## config.mk

```make
export PLATFORM = sky130hd
export DESIGN_NAME = neighbor_table_with_aging_unit
export DESIGN_NICKNAME = d
export VERILOG_FILES = /design/src/nta_pkg.sv /design/src/neighbor_table_with_aging_unit.sv /design/src/nta_mem.sv /design/src/nta_out.sv /design/src/nta_engine.sv
export SDC_FILE = /design/constraint.sdc
export NUM_CORES = 1
export LEC_CHECK = 0
export BUFFER_PORTS_ARGS = -buffer_cell sky130_fd_sc_hd__buf_2
export CORE_UTILIZATION = 40
export DETAILED_ROUTE_END_ITERATION = 12
export GPL_TIMING_DRIVEN = 1
export PLACE_DENSITY_LB_ADDON = 0.3
export SETUP_SLACK_MARGIN = 0.02
export SYNTH_ARGS = -nofsm -noshare
export SYNTH_HDL_FRONTEND = slang
export SYNTH_SLANG_ARGS = --single-unit
```

## constraint.sdc

```tcl
create_clock -name clk -period 13 [get_ports clk]
set_input_delay 3.25 -clock clk [delete_from_list [all_inputs] [get_ports clk]]
set_output_delay 3.25 -clock clk [all_outputs]
set_load 0.02 [all_outputs]
```

## src/nta_pkg.sv

```systemverilog
package nta_pkg;

  localparam int TableDepthDefault = 16;
  localparam int MaxResults        = 16;

  localparam int AddrW   = 48;
  localparam int AgeW    = 8;
  localparam int WeightW = 8;
  localparam int SeqW    = 8;
  localparam int CmdW    = 2;
  localparam int KindW   = 2;

  localparam logic [AgeW-1:0] AgeReloadReset = 8'd3;

  localparam logic [CmdW-1:0] CMD_HELLO    = 2'd0;
  localparam logic [CmdW-1:0] CMD_REFRESH  = 2'd1;
  localparam logic [CmdW-1:0] CMD_ANNOUNCE = 2'd2;

  localparam logic [KindW-1:0] KIND_REFRESHED = 2'd0;
  localparam logic [KindW-1:0] KIND_ADDED     = 2'd1;
  localparam logic [KindW-1:0] KIND_FULL      = 2'd2;
  localparam logic [KindW-1:0] KIND_ANNOUNCE  = 2'd3;

  typedef struct packed {
    logic [AddrW-1:0]   addr;
    logic [AgeW-1:0]    age;
    logic [WeightW-1:0] weight;
  } entry_t;

  typedef struct packed {
    logic [KindW-1:0]   kind;
    logic [AddrW-1:0]   addr;
    logic [AgeW-1:0]    age;
    logic [WeightW-1:0] weight;
    logic [SeqW-1:0]    seq;
    logic               last;
  } result_t;

  typedef struct packed {
    logic rd_en;
    logic wr_en;
  } mem_ctrl_t;

endpackage

```

## src/neighbor_table_with_aging_unit.sv

```systemverilog
// One item at a time: hello, refresh and announce (with any valid entry) walk the table
// through the single read port of the slot memory; announce then passes a flush state.
// Announced entries leave at most one per cycle while the output is taken.
// Reset: valid bits cleared, sequence number zero, age_reload 3; no clearing pass.
module neighbor_table_with_aging_unit #(
  parameter int TableDepth = nta_pkg::TableDepthDefault
) (
  input  logic                        clk,
  input  logic                        rst,
  input  logic                        cfg_write_enable,
  input  logic [nta_pkg::AgeW-1:0]    cfg_write_data,
  input  logic                        in_valid,
  output logic                        in_ready,
  input  logic [nta_pkg::CmdW-1:0]    command,
  input  logic [nta_pkg::AddrW-1:0]   source_address,
  output logic                        out_valid,
  input  logic                        out_ready,
  output logic [nta_pkg::KindW-1:0]   kind,
  output logic [nta_pkg::AddrW-1:0]   entry_address,
  output logic [nta_pkg::AgeW-1:0]    remaining_age,
  output logic [nta_pkg::WeightW-1:0] entry_weight,
  output logic [nta_pkg::SeqW-1:0]    sequence_number,
  output logic                        last
);
  import nta_pkg::*;

  localparam int IdxW = (TableDepth > 1) ? $clog2(TableDepth) : 1;

  mem_ctrl_t       mem_ctrl;
  logic [IdxW-1:0] rd_idx;
  logic [IdxW-1:0] wr_idx;
  entry_t          rd_data;
  entry_t          wr_data;
  logic            out_free;
  logic            emit_valid;
  result_t         emit_res;

  nta_engine #(.Depth(TableDepth)) u_engine (
    .clk              (clk),
    .rst              (rst),
    .cfg_write_enable (cfg_write_enable),
    .cfg_write_data   (cfg_write_data),
    .in_valid         (in_valid),
    .in_ready         (in_ready),
    .command          (command),
    .source_address   (source_address),
    .out_free         (out_free),
    .emit_valid       (emit_valid),
    .emit_res         (emit_res),
    .mem_ctrl         (mem_ctrl),
    .rd_idx           (rd_idx),
    .rd_data          (rd_data),
    .wr_idx           (wr_idx),
    .wr_data          (wr_data)
  );

  nta_mem #(.Depth(TableDepth)) u_mem (
    .clk     (clk),
    .ctrl    (mem_ctrl),
    .rd_idx  (rd_idx),
    .rd_data (rd_data),
    .wr_idx  (wr_idx),
    .wr_data (wr_data)
  );

  nta_out u_out (
    .clk             (clk),
    .rst             (rst),
    .emit_valid      (emit_valid),
    .emit_res        (emit_res),
    .free            (out_free),
    .out_valid       (out_valid),
    .out_ready       (out_ready),
    .kind            (kind),
    .entry_address   (entry_address),
    .remaining_age   (remaining_age),
    .entry_weight    (entry_weight),
    .sequence_number (sequence_number),
    .last            (last)
  );

endmodule

```

## src/nta_mem.sv

```systemverilog
module nta_mem #(
  parameter int Depth = nta_pkg::TableDepthDefault,
  localparam int IdxW = (Depth > 1) ? $clog2(Depth) : 1
) (
  input  logic              clk,
  input  nta_pkg::mem_ctrl_t ctrl,
  input  logic [IdxW-1:0]   rd_idx,
  output nta_pkg::entry_t   rd_data,
  input  logic [IdxW-1:0]   wr_idx,
  input  nta_pkg::entry_t   wr_data
);
  import nta_pkg::*;

  entry_t mem [Depth];

  always_ff @(posedge clk) begin
    if (ctrl.wr_en) begin
      mem[wr_idx] <= wr_data;
    end
    if (ctrl.rd_en) begin
      rd_data <= mem[rd_idx];
    end
  end

endmodule

```

## src/nta_out.sv

```systemverilog
module nta_out (
  input  logic                        clk,
  input  logic                        rst,
  input  logic                        emit_valid,
  input  nta_pkg::result_t            emit_res,
  output logic                        free,
  output logic                        out_valid,
  input  logic                        out_ready,
  output logic [nta_pkg::KindW-1:0]   kind,
  output logic [nta_pkg::AddrW-1:0]   entry_address,
  output logic [nta_pkg::AgeW-1:0]    remaining_age,
  output logic [nta_pkg::WeightW-1:0] entry_weight,
  output logic [nta_pkg::SeqW-1:0]    sequence_number,
  output logic                        last
);
  import nta_pkg::*;

  result_t res;

  assign free = !out_valid || out_ready;

  always_ff @(posedge clk) begin
    if (rst) begin
      out_valid <= 1'b0;
    end else if (emit_valid) begin
      out_valid <= 1'b1;
    end else if (out_ready) begin
      out_valid <= 1'b0;
    end
  end

  always_ff @(posedge clk) begin
    if (emit_valid) begin
      res <= emit_res;
    end
  end

  assign kind            = res.kind;
  assign entry_address   = res.addr;
  assign remaining_age   = res.age;
  assign entry_weight    = res.weight;
  assign sequence_number = res.seq;
  assign last            = res.last;

endmodule

```

## src/nta_engine.sv

```systemverilog
module nta_engine #(
  parameter int Depth = nta_pkg::TableDepthDefault,
  localparam int IdxW = (Depth > 1) ? $clog2(Depth) : 1
) (
  input  logic                       clk,
  input  logic                       rst,
  input  logic                       cfg_write_enable,
  input  logic [nta_pkg::AgeW-1:0]   cfg_write_data,
  input  logic                       in_valid,
  output logic                       in_ready,
  input  logic [nta_pkg::CmdW-1:0]   command,
  input  logic [nta_pkg::AddrW-1:0]  source_address,
  input  logic                       out_free,
  output logic                       emit_valid,
  output nta_pkg::result_t           emit_res,
  output nta_pkg::mem_ctrl_t         mem_ctrl,
  output logic [IdxW-1:0]            rd_idx,
  input  nta_pkg::entry_t            rd_data,
  output logic [IdxW-1:0]            wr_idx,
  output nta_pkg::entry_t            wr_data
);
  import nta_pkg::*;

  localparam int CntW  = $clog2(Depth + 1);
  localparam int EmitW = $clog2(MaxResults + 1);
  localparam logic [IdxW-1:0] LastIdx = IdxW'(Depth - 1);

  typedef enum logic [1:0] {IDLE, WALK, FLUSH} state_t;

  state_t             state;
  logic [CmdW-1:0]    cmd_q;
  logic [AddrW-1:0]   addr_q;
  logic [AgeW-1:0]    age_reload;
  logic [SeqW-1:0]    seq;
  logic [Depth-1:0]   slot_valid;
  logic [CntW-1:0]    cnt;
  logic               p_valid;
  logic [IdxW-1:0]    p_idx;
  logic               free_found;
  logic [IdxW-1:0]    free_idx;
  logic               pend_valid;
  result_t            pend;
  logic [EmitW-1:0]   n_emit;

  logic               s_valid;
  logic               at_end;
  logic               hit;
  logic               have_free;
  logic [IdxW-1:0]    free_pick;
  logic [AgeW-1:0]    age_dec;
  logic               keep;
  result_t            new_res;
  logic               wr_req;
  logic               set_req;
  logic               clr_req;
  logic               emit_req;
  logic               finish;
  logic               take;
  logic               stall;

  assign in_ready = (state == IDLE);
  assign rd_idx   = cnt[IdxW-1:0];

  always_comb begin
    s_valid   = slot_valid[p_idx];
    at_end    = p_valid && (p_idx == LastIdx);
    hit       = s_valid && (rd_data.addr == addr_q);
    have_free = free_found || !s_valid;
    free_pick = free_found ? free_idx : p_idx;
    age_dec   = rd_data.age - 1'b1;
    keep      = s_valid && (rd_data.age != '0) && (n_emit < EmitW'(MaxResults));
    new_res   = '{kind: KIND_ANNOUNCE, addr: rd_data.addr, age: age_dec,
                  weight: rd_data.weight, seq: seq, last: 1'b0};

    wr_req   = 1'b0;
    wr_idx   = p_idx;
    wr_data  = rd_data;
    set_req  = 1'b0;
    clr_req  = 1'b0;
    emit_req = 1'b0;
    emit_res = pend;
    finish   = 1'b0;
    take     = 1'b0;

    if (state == WALK && p_valid) begin
      case (cmd_q)
        CMD_HELLO: begin
          if (hit) begin
            wr_req         = 1'b1;
            wr_data.age    = age_reload;
            emit_req       = 1'b1;
            emit_res       = '{kind: KIND_REFRESHED, addr: addr_q, age: age_reload,
                               weight: rd_data.weight, seq: seq, last: 1'b1};
            finish         = 1'b1;
          end else if (at_end) begin
            finish   = 1'b1;
            emit_req = 1'b1;
            if (have_free) begin
              wr_req   = 1'b1;
              wr_idx   = free_pick;
              wr_data  = '{addr: addr_q, age: age_reload, weight: WeightW'(1)};
              set_req  = 1'b1;
              emit_res = '{kind: KIND_ADDED, addr: addr_q, age: age_reload,
                           weight: WeightW'(1), seq: seq, last: 1'b1};
            end else begin
              emit_res = '{kind: KIND_FULL, addr: addr_q, age: '0,
                           weight: '0, seq: seq, last: 1'b1};
            end
          end
        end
        CMD_REFRESH: begin
          if (s_valid) begin
            if (rd_data.age == '0) begin
              clr_req = 1'b1;
            end else begin
              wr_req         = 1'b1;
              wr_data.age    = age_dec;
              wr_data.weight = WeightW'(1);
            end
          end
          finish = at_end;
        end
        CMD_ANNOUNCE: begin
          if (s_valid) begin
            if (rd_data.age == '0) begin
              clr_req = 1'b1;
            end else begin
              wr_req      = 1'b1;
              wr_data.age = age_dec;
            end
          end
          // previous kept entry goes out once a later one proves it is not last
          take     = keep;
          emit_req = keep && pend_valid;
          finish   = at_end;
        end
        default: begin
          finish = 1'b1;
        end
      endcase
    end

    if (state == FLUSH) begin
      emit_req      = pend_valid;
      emit_res      = pend;
      emit_res.last = 1'b1;
    end

    stall          = emit_req && !out_free;
    emit_valid     = emit_req && out_free;
    mem_ctrl.wr_en = wr_req && !stall;
    mem_ctrl.rd_en = (state == WALK) && !stall && !finish && (cnt < CntW'(Depth));
  end

  always_ff @(posedge clk) begin
    if (rst) begin
      state      <= IDLE;
      age_reload <= AgeReloadReset;
      seq        <= '0;
      slot_valid <= '0;
      cnt        <= '0;
      p_valid    <= 1'b0;
      free_found <= 1'b0;
      pend_valid <= 1'b0;
      n_emit     <= '0;
    end else begin
      if (cfg_write_enable) begin
        age_reload <= cfg_write_data;
      end
      unique case (state)
        IDLE: begin
          if (in_valid) begin
            cmd_q      <= command;
            addr_q     <= source_address;
            cnt        <= '0;
            p_valid    <= 1'b0;
            free_found <= 1'b0;
            pend_valid <= 1'b0;
            n_emit     <= '0;
            if (command == CMD_HELLO || command == CMD_REFRESH) begin
              state <= WALK;
            end else if (command == CMD_ANNOUNCE && (|slot_valid)) begin
              state <= WALK;
              seq   <= seq + 1'b1;
            end
          end
        end
        WALK: begin
          if (!stall) begin
            if (mem_ctrl.rd_en) begin
              cnt <= cnt + 1'b1;
            end
            p_valid <= mem_ctrl.rd_en;
            p_idx   <= rd_idx;
            if (clr_req) begin
              slot_valid[p_idx] <= 1'b0;
            end
            if (set_req) begin
              slot_valid[free_pick] <= 1'b1;
            end
            if (cmd_q == CMD_HELLO && p_valid && !s_valid && !free_found) begin
              free_found <= 1'b1;
              free_idx   <= p_idx;
            end
            if (take) begin
              pend       <= new_res;
              pend_valid <= 1'b1;
              n_emit     <= n_emit + 1'b1;
            end
            if (finish) begin
              state <= (cmd_q == CMD_ANNOUNCE) ? FLUSH : IDLE;
            end
          end
        end
        FLUSH: begin
          if (!stall) begin
            pend_valid <= 1'b0;
            state      <= IDLE;
          end
        end
        default: begin
          state <= IDLE;
        end
      endcase
    end
  end

endmodule

```

==> impl_metrics.csv, run 1 <==
group,metric,value,unit
placed_design,routabilityCongestion,0.812,
floorplan,core,128000,um2
critical_path,crit_chain,"xor2_1 > nor4_1 > nand4_1 > or4_1 > nand2_4 > a31oi_4 > nor3_4 > buf_4",
final_layout,antennaDiodeCount,0,
global_routing,grt_pass1_wl,180000,um
synth,synth_edf_count,1293,
sta,worst_pin_slew,1.34,ns
synth,async_flop_share,0,%
synth,synth_most_common_cell,"edfxtp_1",
placed_design,hpwl,68500,um
cts,cts-root-buf,"clkbuf_16",
sta,relSlewSlack,10.2,%
synth,synth_fp_nets,2447,
global_routing,met3_usage,3.35,%
global_routing,grt_overflow_total,0,
detailed_routing,ant_nets,0,
floorplan,ios,140,
power_and_ir_drop,vdd_drop_max,0.000114,V
final_layout,nNetsFinal,2659,
synth,ys_top_cells_by_area,"edfxtp_1, mux4_2, mux2_2, dfxtp_1, xor2_1",
detailed_routing,drc,0,
sta,fin_crit_sh,45.8,%
critical_path,cp-end-kind,"flip-flop",
cts,clk_latency,0.75,ns
power_and_ir_drop,powerDensity,151,nW/um2
detailed_routing,detail_route.iter0.violations,2408,
critical_path,slowest_stage,"nor3_4",
detailed_routing,vias,24900,
final_layout,syn2layout_area_growth,13.8,%
critical_path,path_max_fanout,49,
floorplan,die_h,363,um
global_routing,use_met2,30.6,%
run,drv_cap,0,
cts,htree_levels,4,
placed_design,io_buffers,139,
global_routing,grt_use_total,18.9,%
critical_path,path_class,"reg2reg",
synth,synth_area,52000,um2
cts,postCtsHoldBufs,0,
synth,synthDistinctLibCells,71,
cts,cts_tree,"done",
global_routing,top_usage_layer,"met2",
floorplan,row_count,131,
final_layout,drive_above_1_share,31.4,%
sta,rsz0062_at_grt,"no",
cts,postCtsResizedCells,0,
hold_path,hold_path_class,"reg2reg",
power_and_ir_drop,power.leakage,0.0181,uW
sta,fin_crit,5.95,ns
cts,post-cts-setup-buffer-count,0,
synth,synth_seq_cells,1341,
sta,slew_viol_final,0,
detailed_routing,wl_per_cell,27.8,um
sta,setup_ws,7.05,ns
global_routing,grt_start_max_net_pins,67,
sta,finalHoldViolCount,0,
floorplan,die_w,363,um
detailed_routing,wl,123000,um
placed_design,post-place-ws,6.47,ns
critical_path,cp-start-kind,"flip-flop",
sta,fin_worst_skew,0.0259,ns
final_layout,n_fill_cell,10600,
floorplan,start_util,40.5,%
detailed_routing,viasPerCell,5.62,
detailed_routing,first_pass_iters,5,
cts,clk_pin_slew,0.06,ns
cts,clk_path_buf_depth,3,
sta,max_clock_freq,0.168,GHz
synth,synth_ff_type,"edfxtp_1",
sta,fin_setup_tns,0,ns
synth,synth_cells,2375,
synth,synth_top_cell_by_area,"edfxtp_1",
synth,synth_top_area_share,74.7,%
cts,cts_made_buffers,137,
sta,setup_viol,0,
global_routing,use_met1,26.5,%
critical_path,arrival,6.31,ns
global_routing,antenna_found_initial,5,
floorplan,die_area,131000,um2
critical_path,required,13.37,ns
outcome,status,"complete, no violations",
cts,clock_sinks,1341,
synth,avgSynthCellArea,21.9,um2
synth,yosysSeqAreaShare,76.5,%
critical_path,cpPeakStageDelay,0.94,ns
synth,yosys_warnings,0,
synth,synthTopCellsByCount,"edfxtp_1, mux4_2, mux2_2",
global_routing,grt_pass1_vias,25700,
per-layer routing:
metal  wire length [um]  vias up
met1              53400    13400
li1                   -    10400
met3               7300      161
met2              60100      867
met5                  0        -
met4               2170        0
cell families (layout without fill, tap and decap cells):
family | Yosys count | count (layout) | share of synthesized area (%)
DFF | 1341 | 1341 | 76.5
muxes | 451 | 451 | 16.7
xor gates and xnor gates | 61 | 61 | 1.03
buffers and inverters | 137 | 461 | 1.12
adders and majority gates | 9 | 9 | 0.217
and+or+nand+nor | 231 | 231 | 2.34
AOI/OAI and AO/OA | 145 | 145 | 2.08
where the power goes:
part           total, uW  internal (uW)  switching [uW]
clock network       3770           2150            1620
registers           4860           4820            40.2
logic                331            109             222
worst max-delay path, delay by kind of cell, from the launching register on:
family | cells | cell delay (ns)
AO/OA/AOI/OAI | 1 | 0.35
XOR/XNOR | 1 | 0.29
buffers and inverters | 1 | 0.90
flip-flops | 1 | 0.42
AND/OR/NAND/NOR | 5 | 3.51
worst paths after layout:
path	startpoint	to	slack, ns	cells past startpoint
max	u_engine.addr_q[43]	u_mem.mem[10][41]	7.05	8
min	u_engine.cnt[4]	u_engine.cnt[4]	0.48	1
max reg2reg	u_engine.addr_q[43]	u_mem.mem[10][41]	7.05	8
min reg2reg	u_engine.cnt[4]	u_engine.cnt[4]	0.48	1
cells in the final DEF, fill, tap and decap left out, types with 23 or more instances in the layout:
cell type,synthesis,routed
mux2i_1,23,23
mux2_2,103,103
buf_4,5,51
mux4_2,323,323
o21ai_0,31,31
edfxtp_1,1293,1293
nor2_1,40,36
buf_2,10,139
nand2_1,55,55
clkinv_1,0,29
clkinv_2,0,25
clkbuf_16,0,139
clkbuf_1,74,32
xor2_1,57,57
dfxtp_1,48,44
nand2b_1,32,32
state kept, by name, summed over array words and instances (netlist names), 5 cells and up:
name                   flops
u_mem.rd_data             64
u_engine.addr_q           48
u_engine.slot_valid       16
u_engine.cnt               5
u_out.entry_address       48
u_engine.pend             72
u_mem.mem               1024
u_engine.seq               8
u_engine.age_reload        8
u_out.sequence_number      8
u_out.remaining_age        8
u_engine.n_emit            5
u_out.entry_weight         8
layout make-up:
class	count	area, um2	share of cell area (%)
Sequential cell	1341	39800	67.2
Multi-Input combinational cell	897	11800	19.9
Clock buffer	172	3610	6.10
Tap cell	1729	2160	3.65
Timing Repair Buffer	190	1080	1.82
Clock inverter	79	706	1.19
Inverter	20	76.3	0.129
through the flow:
step | cells | utilization, % | power, uW | area [um2] | hold WS [ns]
4_1_cts | 4427 | 46.1 | 9050 | 59200 | 0.474
3_3_place_gp | 4176 | 42.8 | 5270 | 54900 | 0.456
6_report | 4428 | 46.1 | 8960 | 59200 | 0.475
2_1_floorplan | 2375 | - | 5140 | 52000 | 0.406
3_5_place_dp | 4176 | 42.8 | 5290 | 54900 | 0.460
5_1_grt | 4428 | 46.1 | 9230 | 59200 | 0.488
Power figures use the tool's default switching activity.
==> run 2: changes to the inputs <==
- ABC_AREA: not set -> 1
- clock period: 13 -> 5.8 ns (I/O delays scaled with it)
==> impl_metrics.csv, run 2 <==
group,metric,value,unit
outcome,status,"complete, no violations",
final_layout,drive_above_1_share,11.7,%
detailed_routing,vias,33100,
floorplan,ios,140,
detailed_routing,detail_route.iter0.violations,3083,
global_routing,grt_start_max_net_pins,152,
synth,synthDistinctLibCells,45,
final_layout,regMostFlops,"u_mem.mem",
cts,postCtsResizedCells,0,
floorplan,die_h,368,um
synth,synth_fp_nets,4153,
placed_design,routabilityCongestion,0.841,
synth,avgSynthCellArea,13.1,um2
hold_path,hold_path_class,"reg2reg",
critical_path,required,6.17,ns
sta,fin_setup_tns,0,ns
critical_path,arrival,4.82,ns
synth,synth_top_area_share,72.5,%
floorplan,die_w,368,um
global_routing,grt_pass1_vias,31300,
detailed_routing,ant_nets,0,
placed_design,placed_cells,5836,
sta,setup_viol,0,
global_routing,grt_use_total,19.8,%
sta,worst_pin_slew,1.26,ns
synth,yosys_warnings,0,
synth,synth_top_cell_by_area,"edfxtp_1",
synth,yosysSeqAreaShare,74.3,%
cts,clock_sinks,1341,
sta,fin_worst_skew,0.0314,ns
run,drv_cap,0,
final_layout,layout.cells.non_filler,6093,
cts,post-cts-setup-buffer-count,0,
sta,rsz0062_at_grt,"no",
cts,clk_path_buf_depth,3,
detailed_routing,viasPerCell,5.43,
placed_design,dpl_cell_area,56600,um2
sta,max_clock_freq,0.225,GHz
cts,cts-root-buf,"clkbuf_16",
cts,cts_tree,"done",
placed_design,io_buffers,139,
floorplan,row_count,133,
synth,ys_top_cells_by_area,"edfxtp_1, nor2_1, o21ai_0, nand2_1, o32ai_1",
sta,relSlewSlack,15.8,%
global_routing,grt_pass1_wl,201000,um
final_layout,final_cell_mix,"edfxtp_1, nor2_1, nand2_1",
detailed_routing,wl,135000,um
final_layout,stdcell_area,61100,um2
power_and_ir_drop,vdd_drop_max,0.000230,V
cts,postCtsHoldBufs,0,
synth,synth_most_common_cell,"edfxtp_1",
final_layout,final_util,46.3,%
final_layout,reg_top3,"u_mem.mem x1024, u_engine.pend x72, u_mem.rd_data x64",
detailed_routing,wl_per_cell,22.2,um
synth,async_flop_share,0,%
critical_path,path_class,"reg2reg",
detailed_routing,first_pass_iters,5,
final_layout,nNetsFinal,4296,
final_layout,largest_reg_flops,1024,
detailed_routing,drc,0,
final_layout,syn2layout_area_growth,14.2,%
synth,synthTopCellsByCount,"edfxtp_1, nor2_1, nand2_1",
placed_design,hpwl,72000,um
cts,clk_pin_slew,0.06,ns
synth,synth_seq_cells,1341,
power_and_ir_drop,power.leakage,0.0205,uW
critical_path,path_max_fanout,48,
synth,synth_area,53500,um2
global_routing,grt_overflow_total,0,
sta,finalHoldViolCount,0,
critical_path,cp-start-kind,"flip-flop",
global_routing,antenna_found_initial,9,
synth,synth_cells,4081,
power_and_ir_drop,powerDensity,368,nW/um2
critical_path,cp-end-kind,"flip-flop",
critical_path,rrSetupSlack,1.35,ns
sta,fin_crit_sh,76.7,%
final_layout,final_common_cell,"edfxtp_1",
synth,synth_edf_count,1293,
floorplan,core,132000,um2
cts,cts_made_buffers,141,
cts,htree_levels,4,
floorplan,die_area,135000,um2
cts,clk_latency,0.77,ns
floorplan,start_util,40.5,%
sta,slew_viol_final,0,
synth,synth_ff_type,"edfxtp_1",
sta,fin_crit,4.45,ns
## run 2: cell count changes after synthesis, moves of 37 or more
cell and delta:
mux4_2 -323, a21oi_1 +37, mux2i_1 +83, nand3_1 +133, mux2_2 -95, o32ai_1 +150, o21ai_0 +381, inv_1 +145
o221ai_1 +105, nand2_1 +481, xor2_1 -41, nor2_1 +632, clkbuf_1 +113
## run 2: routing by layer
metal,share of wire (%),up-vias,global-route usage (%)
li1,-,15300,-
met1,45,16600,28.1
met2,46,1076,31.2
met3,6.4,186,3.57
met4,2.0,12,5.39
met5,0.058,-,0
## run 2: worst max-delay path, stage by stage (launching register included)
cell      delay [ns]
edfxtp_1        0.67
inv_2           0.18
nand2_1         0.10
nand2_1         0.05
nand2_1         0.05
nand2_1         0.08
nand2_2         0.08
nand2_4         0.06
nor2_8          0.23
nor2_4          0.06
nand2_4         0.11
nand2_1         0.06
nand2_1         0.06
nand2_1         0.06
nand2_2         0.09
nand2_2         0.08
nand2_4         0.25
nand2_8         0.11
nor2_4          0.70
buf_4           0.83
## run 2: final cells by class
cell class | count | area [um2]
fillers | 11600 | 71000
clock buffers | 173 | 3700
repair buffers | 232 | 1640
flip-flops and latches | 1341 | 39800
multi-input cells | 2335 | 12300
well taps | 1755 | 2200
inverters | 173 | 664
diodes | 2 | 5.00
clock inverters | 82 | 808
## run 2: cells by family after synthesis
kind of cell / Yosys count / synth area share [%]
AOI/OAI and AO/OA: 770 / 9.15
xor gates and xnor gates: 24 / 0.393
adders and majority gates: 9 / 0.210
buffers and inverters: 405 / 2.97
DFF: 1341 / 74.3
muxes: 114 / 2.15
and+or+nand+nor: 1418 / 10.8
## run 2: path summary, 6_finish.rpt
path	startpoint	end	cells after the start
max	u_engine.p_idx[0]	u_engine.pend[25]	19
max reg2reg	u_engine.p_idx[0]	u_engine.pend[25]	19
min reg2reg	u_engine.seq[7]	u_engine.pend[8]	0
min	u_engine.seq[7]	u_engine.pend[8]	0
## run 2: where the power goes
group,internal (uW),switching [uW],total (uW)
clock network,5100,3750,8850
registers,11100,170,11200
logic,718,1690,2400
total,16900,5610,22500
## run 2: through the flow
stage	hold slack, ns	total power, uW	setup WS (ns)
finish	0.434	22500	1.35
global route	0.465	23300	0.971
CTS	0.440	22700	1.39
detailed placement	0.425	13800	1.42
global placement	0.423	13800	1.44
floorplan	0.408	13000	0.0899
